`config.mk`:
```
export PLATFORM = sky130hd
export DESIGN_NAME = ebml_element_header_decoder_core_flat
export DESIGN_NICKNAME = d
export VERILOG_FILES = /design/src/sv/ebmlh_pkg.sv /design/src/sv/ebmlh_if.sv /design/src/sv/ebmlh_step.sv /design/src/sv/ebmlh_out_reg.sv /design/src/sv/ebml_element_header_decoder_core.sv /design/src/flat_wrapper.sv
export SDC_FILE = /design/constraint.sdc
export NUM_CORES = 1
export LEC_CHECK = 0
export ABC_AREA = 1
export BUFFER_PORTS_ARGS = -buffer_cell sky130_fd_sc_hd__buf_2
export CAP_MARGIN = 20
export CORE_UTILIZATION = 25
export DETAILED_ROUTE_END_ITERATION = 8
export PLACE_DENSITY = 0.38
export RECOVER_POWER = 25
export SYNTH_ARGS = -nofsm -noshare
export SYNTH_HDL_FRONTEND = slang
export SYNTH_SLANG_ARGS = --single-unit
export TNS_END_PERCENT = 100
```
`constraint.sdc`:
```
create_clock -name clk -period 6.65 [get_ports clk]
set_input_delay 0.665 -clock clk [delete_from_list [all_inputs] [get_ports clk]]
set_output_delay 0.665 -clock clk [all_outputs]
set_load 0.05 [all_outputs]
```
`src/sv/ebmlh_pkg.sv`:
```
package ebmlh_pkg;

    localparam int unsigned BYTE_W  = 8;
    localparam int unsigned VAL_W   = 56;
    localparam int unsigned TOTAL_W = 57;
    localparam int unsigned COUNT_W = 5;
    localparam int unsigned REM_W   = 3;
    localparam int unsigned LZ_W    = 4;
    localparam int unsigned STAT_W  = 2;

    localparam logic [BYTE_W-1:0] FIRST_MASK = 8'h7f;
    localparam logic [VAL_W-1:0]  RESERVED_VAL = 56'h7f;

    typedef enum logic [1:0] {
        PH_ID_FIRST  = 2'd0,
        PH_ID_TAIL   = 2'd1,
        PH_LEN_FIRST = 2'd2,
        PH_LEN_TAIL  = 2'd3
    } phase_t;

    typedef enum logic [STAT_W-1:0] {
        ST_OK       = 2'd0,
        ST_ID_FAIL  = 2'd1,
        ST_LEN_FAIL = 2'd2,
        ST_UNKNOWN  = 2'd3
    } status_t;

    typedef struct packed {
        logic [VAL_W-1:0]   element_id;
        logic [VAL_W-1:0]   data_length;
        logic [COUNT_W-1:0] header_bytes;
        logic [TOTAL_W-1:0] total_bytes;
        status_t            status;
    } result_t;

    // Leading zero count of one byte; 8 for zero.
    function automatic logic [LZ_W-1:0] lead_zeros(input logic [BYTE_W-1:0] b);
        logic [LZ_W-1:0] n;
        logic            found;
        n     = LZ_W'(BYTE_W);
        found = 1'b0;
        for (int i = BYTE_W - 1; i >= 0; i--) begin
            if (!found && b[i]) begin
                n     = LZ_W'(BYTE_W - 1 - i);
                found = 1'b1;
            end
        end
        return n;
    endfunction

endpackage

```
`src/sv/ebmlh_if.sv`:
```
interface ebmlh_in_if
    import ebmlh_pkg::*;
();
    logic              valid;
    logic              ready;
    logic [BYTE_W-1:0] data_byte;
    logic              last_available;

    modport source (output valid, output data_byte, output last_available, input ready);
    modport sink   (input valid, input data_byte, input last_available, output ready);
endinterface

interface ebmlh_out_if
    import ebmlh_pkg::*;
();
    logic               valid;
    logic               ready;
    logic [VAL_W-1:0]   element_id;
    logic [VAL_W-1:0]   data_length;
    logic [COUNT_W-1:0] header_bytes;
    logic [TOTAL_W-1:0] total_bytes;
    logic [STAT_W-1:0]  status;

    modport source (output valid, output element_id, output data_length,
                    output header_bytes, output total_bytes, output status, input ready);
    modport sink   (input valid, input element_id, input data_length,
                    input header_bytes, input total_bytes, input status, output ready);
endinterface

```
`src/sv/ebmlh_step.sv`:
```
module ebmlh_step
    import ebmlh_pkg::*;
(
    input  logic              clk,
    input  logic              rst_n,
    input  logic              adv,
    input  logic [BYTE_W-1:0] data_byte,
    input  logic              last_available,
    output logic              res_valid,
    output result_t           res
);

    phase_t             phase_reg, phase_next;
    logic [REM_W-1:0]   rem_reg, rem_next;
    logic [VAL_W-1:0]   acc_reg, acc_next;
    logic [VAL_W-1:0]   id_reg, id_next;
    logic [COUNT_W-1:0] count_reg, count_next;

    logic               is_len;
    logic               first;
    logic [LZ_W-1:0]    nz;
    logic               zero_first;
    logic [VAL_W-1:0]   acc_new;
    logic [REM_W-1:0]   rem_new;
    logic               done;
    logic               one_byte;
    logic               reserved;
    logic [COUNT_W-1:0] count_inc;
    logic               emit;
    status_t            emit_status;
    logic [VAL_W-1:0]   emit_id;

    // Decode the current byte against the held state.
    always_comb
    begin
        is_len     = phase_reg[1];
        first      = !phase_reg[0];
        nz         = lead_zeros(data_byte);
        zero_first = first && nz[LZ_W-1];
        count_inc  = count_reg + COUNT_W'(1);
        if (first)
        begin
            acc_new  = VAL_W'(data_byte & (FIRST_MASK >> nz));
            rem_new  = nz[REM_W-1:0];
            done     = (nz == '0);
            one_byte = (nz == '0);
        end
        else
        begin
            acc_new  = {acc_reg[VAL_W-BYTE_W-1:0], data_byte};
            rem_new  = rem_reg - REM_W'(1);
            done     = (rem_new == '0);
            one_byte = 1'b0;
        end
        reserved = one_byte && (acc_new == RESERVED_VAL);

        emit        = 1'b0;
        emit_status = ST_OK;
        emit_id     = id_reg;
        if (zero_first)
        begin
            emit        = 1'b1;
            emit_status = is_len ? ST_LEN_FAIL : ST_ID_FAIL;
            emit_id     = is_len ? id_reg : '0;
        end
        else if (!is_len)
        begin
            if (done && reserved)
            begin
                emit        = 1'b1;
                emit_status = ST_ID_FAIL;
                emit_id     = '0;
            end
            else if (done && last_available)
            begin
                emit        = 1'b1;
                emit_status = ST_LEN_FAIL;
                emit_id     = acc_new;
            end
            else if (!done && last_available)
            begin
                emit        = 1'b1;
                emit_status = ST_ID_FAIL;
                emit_id     = '0;
            end
        end
        else
        begin
            if (done)
            begin
                emit        = 1'b1;
                emit_status = reserved ? ST_UNKNOWN : ST_OK;
            end
            else if (last_available)
            begin
                emit        = 1'b1;
                emit_status = ST_LEN_FAIL;
            end
        end
    end

    always_comb
    begin
        phase_next = phase_reg;
        rem_next   = rem_reg;
        acc_next   = acc_reg;
        id_next    = id_reg;
        count_next = count_reg;
        if (adv)
        begin
            if (emit)
            begin
                phase_next = PH_ID_FIRST;
                rem_next   = '0;
                acc_next   = '0;
                id_next    = '0;
                count_next = '0;
            end
            else if (!is_len && done)
            begin
                phase_next = PH_LEN_FIRST;
                rem_next   = rem_new;
                acc_next   = '0;
                id_next    = acc_new;
                count_next = count_inc;
            end
            else
            begin
                unique case (phase_reg)
                    PH_ID_FIRST:  phase_next = PH_ID_TAIL;
                    PH_LEN_FIRST: phase_next = PH_LEN_TAIL;
                    default:      phase_next = phase_reg;
                endcase
                rem_next   = rem_new;
                acc_next   = acc_new;
                count_next = count_inc;
            end
        end
    end

    always_comb
    begin
        res_valid        = adv && emit;
        res.element_id   = emit_id;
        res.header_bytes = count_inc;
        res.status       = emit_status;
        if (emit_status == ST_OK)
        begin
            res.data_length = acc_new;
            res.total_bytes = {1'b0, acc_new} + TOTAL_W'(count_inc);
        end
        else
        begin
            res.data_length = '0;
            res.total_bytes = '0;
        end
    end

    always_ff @(posedge clk or negedge rst_n)
    begin
        if (!rst_n)
        begin
            phase_reg <= PH_ID_FIRST;
            rem_reg   <= '0;
            acc_reg   <= '0;
            id_reg    <= '0;
            count_reg <= '0;
        end
        else
        begin
            phase_reg <= phase_next;
            rem_reg   <= rem_next;
            acc_reg   <= acc_next;
            id_reg    <= id_next;
            count_reg <= count_next;
        end
    end

endmodule

```
`src/sv/ebmlh_out_reg.sv`:
```
module ebmlh_out_reg
    import ebmlh_pkg::*;
(
    input  logic    clk,
    input  logic    rst_n,
    input  logic    load,
    input  result_t res,
    output logic    free,
    ebmlh_out_if.source out_ch
);

    logic    valid_reg, valid_next;
    result_t res_reg;

    // Slot frees when empty or when its word is taken this cycle.
    assign free = !valid_reg || out_ch.ready;

    always_comb
    begin
        valid_next = valid_reg;
        if (load)
        begin
            valid_next = 1'b1;
        end
        else if (out_ch.ready)
        begin
            valid_next = 1'b0;
        end
    end

    always_ff @(posedge clk or negedge rst_n)
    begin
        if (!rst_n)
        begin
            valid_reg <= 1'b0;
        end
        else
        begin
            valid_reg <= valid_next;
        end
    end

    always_ff @(posedge clk)
    begin
        if (load)
        begin
            res_reg <= res;
        end
    end

    assign out_ch.valid        = valid_reg;
    assign out_ch.element_id   = res_reg.element_id;
    assign out_ch.data_length  = res_reg.data_length;
    assign out_ch.header_bytes = res_reg.header_bytes;
    assign out_ch.total_bytes  = res_reg.total_bytes;
    assign out_ch.status       = res_reg.status;

endmodule

```
`src/sv/ebml_element_header_decoder_core.sv`:
```
// EBML element header decoder: one header byte per word, ID then data length.
// The last header byte is registered, decoded, and its result word registered for output.
// Throughput: one byte per cycle while the result side keeps up; the single
// result register stalls input only when a result is waiting and not taken.
// Reset (rst_n, async, active low) clears the decode state and both valids.
module ebml_element_header_decoder_core
    import ebmlh_pkg::*;
(
    input  logic clk,
    input  logic rst_n,
    ebmlh_in_if.sink    in_ch,
    ebmlh_out_if.source out_ch
);

    logic              s1_valid_reg, s1_valid_next;
    logic [BYTE_W-1:0] s1_byte_reg;
    logic              s1_last_reg;
    logic              out_free;
    logic              adv;
    logic              in_take;
    logic              res_valid;
    result_t           res;

    assign adv         = s1_valid_reg && out_free;
    assign in_ch.ready = !s1_valid_reg || out_free;
    assign in_take     = in_ch.valid && in_ch.ready;

    always_comb
    begin
        s1_valid_next = s1_valid_reg;
        if (in_take)
        begin
            s1_valid_next = 1'b1;
        end
        else if (adv)
        begin
            s1_valid_next = 1'b0;
        end
    end

    always_ff @(posedge clk or negedge rst_n)
    begin
        if (!rst_n)
        begin
            s1_valid_reg <= 1'b0;
        end
        else
        begin
            s1_valid_reg <= s1_valid_next;
        end
    end

    always_ff @(posedge clk)
    begin
        if (in_take)
        begin
            s1_byte_reg <= in_ch.data_byte;
            s1_last_reg <= in_ch.last_available;
        end
    end

    ebmlh_step u_step (
        .clk            (clk),
        .rst_n          (rst_n),
        .adv            (adv),
        .data_byte      (s1_byte_reg),
        .last_available (s1_last_reg),
        .res_valid      (res_valid),
        .res            (res)
    );

    ebmlh_out_reg u_out (
        .clk    (clk),
        .rst_n  (rst_n),
        .load   (res_valid),
        .res    (res),
        .free   (out_free),
        .out_ch (out_ch)
    );

endmodule

```
`src/flat_wrapper.sv`:
```
// flat-port wrapper written by rule: the top's interface ports become plain ports
module ebml_element_header_decoder_core_flat import ebmlh_pkg::*;
  (clk, rst_n, in_ch_valid, in_ch_data_byte, in_ch_last_available, in_ch_ready, out_ch_valid, out_ch_element_id, out_ch_data_length, out_ch_header_bytes, out_ch_total_bytes, out_ch_status, out_ch_ready);
  ebmlh_in_if in_ch_i ();
  ebmlh_out_if out_ch_i ();
  input  logic clk;
  input  logic rst_n;
  input wire logic [$bits(in_ch_i.valid)-1:0] in_ch_valid;
  input wire logic [$bits(in_ch_i.data_byte)-1:0] in_ch_data_byte;
  input wire logic [$bits(in_ch_i.last_available)-1:0] in_ch_last_available;
  output wire logic [$bits(in_ch_i.ready)-1:0] in_ch_ready;
  output wire logic [$bits(out_ch_i.valid)-1:0] out_ch_valid;
  output wire logic [$bits(out_ch_i.element_id)-1:0] out_ch_element_id;
  output wire logic [$bits(out_ch_i.data_length)-1:0] out_ch_data_length;
  output wire logic [$bits(out_ch_i.header_bytes)-1:0] out_ch_header_bytes;
  output wire logic [$bits(out_ch_i.total_bytes)-1:0] out_ch_total_bytes;
  output wire logic [$bits(out_ch_i.status)-1:0] out_ch_status;
  input wire logic [$bits(out_ch_i.ready)-1:0] out_ch_ready;
  assign in_ch_i.valid = in_ch_valid;
  assign in_ch_i.data_byte = in_ch_data_byte;
  assign in_ch_i.last_available = in_ch_last_available;
  assign in_ch_ready = in_ch_i.ready;
  assign out_ch_valid = out_ch_i.valid;
  assign out_ch_element_id = out_ch_i.element_id;
  assign out_ch_data_length = out_ch_i.data_length;
  assign out_ch_header_bytes = out_ch_i.header_bytes;
  assign out_ch_total_bytes = out_ch_i.total_bytes;
  assign out_ch_status = out_ch_i.status;
  assign out_ch_i.ready = out_ch_ready;
  ebml_element_header_decoder_core u_core (.clk(clk), .rst_n(rst_n), .in_ch(in_ch_i), .out_ch(out_ch_i));
endmodule
```
# == Word-level counts from Yosys, hierarchy flattened ==
# Cells that the tools add are included.
# word_totals
reg_bits,301
inputBits,13
out_inout_bits,178
word_cells,115
# op_classes
n_addsub,3
n_eq_ne,2
shifts,1
muxes,54
n_bitwise,1
n_reduce_logical,40
# op_table
operator,count
two-way mux 56 bit,9
two-way mux 48 bit,2
adder 56 x 5 -> 57 bit,1
AND 8 x 56 -> 56 bit,1
== test 56 x 7 -> 1 bit (second input constant),1
right shift 7 x 4 -> 56 bit (first input constant),1
two-way mux 4 bit,8
two-way mux 1 bit,21
two-way mux 2 bit,10
logical AND 1 bit,16
logical NOT 1 bit,12
two-way mux 3 bit,2
nonzero test 2 bit,3
adder 5 x 1 -> 5 bit (second input constant),1
two-way mux 5 bit,1
logical NOT 2 bit,2
logical NOT 4 bit,1
case mux 2 bit (2 select lines),1
AND reduction 2 bit,2
nonzero test 4 bit,1
logical NOT 3 bit,1
subtractor 3 x 1 -> 3 bit (second input constant),1
== test 2 bit (second input constant),1
logical OR 1 bit,2

# == Longest topological paths before layout ==
# depth
depth_word,33
depth_mapped,20
depth_no_buf,20

# == Modules after synthesis ==
# A second synthesis with hierarchy kept.
# hier_totals
cells_unflattened,1613
hier_area_um2,14620.3
# by_module_without_submodules
mod,n_inst,cells_each,area_per_inst_um2,seq_area_each_um2
ebmlh_step,1,1415,8967.4,2852.7
ebmlh_out_reg,1,181,5330.1,5310.1
ebml_element_header_decoder_core,1,17,322.8,295.3

# == Worst setup path after synthesis ==
# Ideal clock, no wire load.
# synth_timing
path_kind,reg2reg
start,reg u_core.u_step.phase_reg[0]
end,"reg u_core.u_out.res_reg (netlist bit u_core.u_out.out_ch.data_length[0]), enable pin"
setup_time_ns,0.529
t_arrival_ns,5.179
required_ns,6.121
slack_ns,0.943
stages_incl_launch_ff,16
n_path_buf,2
period_less_slack_ns,5.707
path_cell_list,dfrtp_1 > buf_6 > buf_6 > nand2_1 > nand2_1 > nor2_1 > nand2_1 > nor2_1 > nand2_1 > nor2_1 > nand3_1 > o21ai_2 > nand2_2 > nand3_4 > nand2_1 > inv_1
# synth_between
elab_chain_cells,9
elab_cells_between_ends,18
classes_between,eq/ne (1); mux (9); reduce/logical (8)
# synth_rtl
item,line_no,source
"start, declared",ebmlh_step.sv:13,"phase_t phase_reg, phase_next;"
"start signal, assigned",ebmlh_step.sv:171,phase_reg <= phase_next;
"parallel branches: the longest is 7 deep, another holds two-way mux 56 bit",n/a,
two-way mux 1 bit *,ebmlh_step.sv:60,if (zero_first)
logical AND 1 bit *,ebmlh_step.sv:143,res_valid = adv && emit;
via u_core.res_valid,ebml_element_header_decoder_core.sv:21,logic res_valid;
"end signal, assigned",ebmlh_out_reg.sv:47,res_reg <= res;
"end, declared",ebmlh_out_reg.sv:13,result_t res_reg;
# Mark *: on every way through the listed nets, which the timed path passes.
# A chain may end at the register's enable or synchronous reset.

# == Final worst setup path ==
# layout_timing
start,reg u_core.u_step.phase_reg[0]
end,"reg u_core.u_out.res_reg (netlist bit u_core.u_out.out_ch.total_bytes[19]), enable pin"
# The elaborated chain is that of the path after synthesis.

==> results.yml <==
outcome:
  status: "finished, violations left"
  violations: "capacitance limit, slew limit"
cells_and_area:
  final_layout_size_suffix_gt1_share_pct: 12.5
  layout.area.seq_sq_um: 8460
  largest_reg_flops: 57
  area_growth_syn_to_layout_pct: 19.3
  fillers: 6242
  multi_input_area_sq_um: 5090
  diodes: 0
  final_core_util_pct: 30.2
  layout.nets: 1790
  stdcell_count: 2564
power_and_ir_drop:
  switching_share_pct: 42.4
  leakage_nw: 6.68
  p_comb_share_pct: 32.8
  switchingPower_mw: 2.93
  pwr-share-seq_pct: 37.1
  power_density_nw_per_um2: 396
  vdd_ir_drop_max_mv: 0.183
  p_clk_share_pct: 30.1
  power.internal_mw: 3.98
logic_synthesis:
  synth-xor-area-share_pct: 0.840
  ys.warnings.count: 0
  synth.area.mux_share_pct: 0
  yosys.area_share.simple_pct: 22.0
  netlist_area_sq_um: 14600
  synth_top_family_by_area: "simple AND/OR/NAND/NOR gates"
  synth_compound_area_share_pct: 11.1
  synthCells: 1597
  synthAdderAreaFrac_pct: 0.822
  syn_avg_cell_area_sq_um: 9.15
  syn_nets: 1619
  synth.distinct_cells: 49
  synth_sequential_area_ratio_pct: 57.9
  synth_seq_cells: 301
cts:
  clock_path_buffers: 3
  cts_sinks: 301
  clk_pin_slew_worst_paths_ns: 0.06
  cts_made_buffers: 39
  clock_latency_ns: 0.57
  cts_hold_buf: 0
  cts-resized-gates: 0
  postCtsSetupBuffers: 0
  htreeDepth: 2
  cts_root_buf: "clkbuf_16"
  cts_tree: "built"
critical_path:
  startpoint_type: "flip-flop"
  cp-end-kind: "flip-flop"
  timing.rr.start: "u_core.u_step.phase_reg[0]"
  cp_max_fo: 50
  r2r_slack_ns: 2.30
  critPathKind: "flip-flop to flip-flop"
  r2r-end: "u_core.u_out.out_ch.total_bytes[19]"
  cp.arrival_ns: 4.52
  reg2reg_depth: 15
  cp.required_ns: 6.83
global_routing:
  grt.overflow.total: 0
  grt_max_degree: 103
  grtUsageTotal_pct: 18.4
  antenna_found_initial: 0
  grt_pass1_wl_um: 81800
  grt_pass1_vias: 12100
drt:
  wl_met3_um: 2890
  drt-total-wl_um: 54800
  drt_iter0_drc: 866
  num_vias: 12300
  ant_nets: 0
  drc_errors: 0
  wl_met1_um: 25700
  dr.pass1.iters: 5
  routed.top_layer: "met4"
  routed-wl-met2_um: 25100
  via_per_inst: 4.78
  wl_per_cell_um: 21.4
timing:
  period_needed_ns: 4.35
  clock_skew_ns: 0.0294
  fin_tns_setup_ns: 0
  min_period_over_period_pct: 65.4
  slew_violations: 57
  setup_violations: 0
  hold_violations: 0
  worstMarginPinSlew_ns: 3.59
  rsz0062_at_grt: "false"
  max_freq_mhz: 230
  max-slew-margin-rel_pct: -139
floorplanning:
  std_cell_rows: 88
  num_io_pins: 191
  die_area_sq_um: 59400
  floorplan.initialDensity_pct: 25.3
  die_w_um: 244
  core-area_sq_um: 57700
  fp.dieH_um: 244
placement:
  io_buffer_count: 190
  hpwlAfterDp_um: 37000
  gp_congestion: 0.879
  placed_cells: 2491
run:
  drv_cap: 1
hold_path:
  hold_start: "in_ch_data_byte[7]"
  whs_endpoint: "u_core.s1_byte_reg[7]"
  hp-class: "input pin to flip-flop"
  hold_depth: 1
## cells by family after synthesis
kind of cell	count (synthesis)
AO/OA/AOI/OAI	297
flip-flops	301
buffers and inverters	260
XOR/XNOR	14
AND/OR/NAND/NOR	716
adder cells (fa/ha/maj)	9
## critical path, cell delays in order (launching register included)
cell     delay (ns)
dfrtp_2        0.65
buf_4          0.42
nand2_1        0.42
nand2_1        0.10
nor2_1         0.16
nand2_1        0.08
nor2_1         0.17
nand2_1        0.07
nor2_1         0.12
nand3_1        0.12
o21ai_2        0.22
nand2_2        0.12
nand3_4        0.15
nand2_1        0.18
inv_6          0.26
buf_4          0.58
## worst max path at each step
stage	startpoint	endpoint
2_1_floorplan	u_core.u_step.phase_reg[0]	u_core.u_out.out_ch.data_length[0]
3_3_place_gp	u_core.u_step.phase_reg[0]	u_core.u_out.out_ch.data_length[26]
3_5_place_dp	u_core.u_step.phase_reg[0]	u_core.u_out.out_ch.data_length[26]
4_1_cts	u_core.u_step.phase_reg[0]	u_core.u_out.out_ch.total_bytes[19]
5_1_grt	u_core.u_step.phase_reg[0]	u_core.u_out.out_ch.total_bytes[19]
6_report	u_core.u_step.phase_reg[0]	u_core.u_out.out_ch.total_bytes[19]
## power groups by stage
stage | registers (mW) | clock network (mW) | logic (mW)
after floorplan | 3.25 | 0 | 0.997
after global placement | 2.60 | 0 | 2.32
after detailed placement | 2.59 | 0 | 2.32
after CTS | 2.57 | 2.14 | 2.33
after global routing | 2.60 | 2.21 | 2.44
final | 2.56 | 2.08 | 2.27
## metal layers
layer,up-vias,GRT usage [%]
met3,63,3.16
met4,0,4.41
met2,384,28.9
met5,-,0
met1,6044,26.1
li1,5763,-
## metrics by stage
stage          total power, mW  hold slack, ns  setup slack [ns]  cell area, sq um
2_1_floorplan             4.25           0.369             0.943             14600
3_3_place_gp              4.92           0.472              2.29             16300
3_5_place_dp              4.92           0.479              2.27             16300
4_1_cts                   7.04           0.223              2.22             17500
5_1_grt                   7.25           0.235              1.94             17400
6_report                  6.91           0.269              2.30             17400
## layout by cell type (no fill, tap or decap), drive strengths merged, types with 4 or more instances in the layout
cell,instances
nand2,340
edfxtp,185
o21ai,185
inv,183
nor2,181
clkbuf,175
dfrtp,116
nand3,108
buf,90
o22ai,56
a21oi,41
nor3,28
nand4,26
nor4,20
xor2,13
clkinv,11
ha,8
nor3b,6
or2,5
a31oi,4
## Yosys cell counts, drive strengths merged
master	n	area share, %
nand2	340	9.3
nand4	26	1.2
xor2	13	0.78
or2	5	0.21
nor2	181	5.0
a21oi	41	1.5
o2111ai	1	0.060
o21a	2	0.10
buf	37	1.6
clkinv	1	0.026
fa	1	0.14
nand3	108	3.8
xnor2	1	0.060
nor4	20	0.94
dfrtp	116	20
nor3b	6	0.34
a211oi	1	0.051
a22oi	3	0.15
edfxtp	185	38
nand3b	2	0.10
nor3	28	1.1
a41oi	1	0.060
inv	182	4.7
o211ai	3	0.15
a31oi	4	0.21
o21ai	185	6.4
clkbuf	40	1.0
o22ai	56	2.4
ha	8	0.69
## cell type report
type / instances / area share (%)
Tap cell: 765 / 5.49
Multi-Input combinational cell: 1036 / 29.2
Clock inverter: 14 / 0.654
Timing Repair Buffer: 207 / 5.54
Sequential cell: 301 / 48.6
Clock buffer: 58 / 6.54
Inverter: 183 / 3.97
No activity file was read; power rests on OpenSTA's default activity.
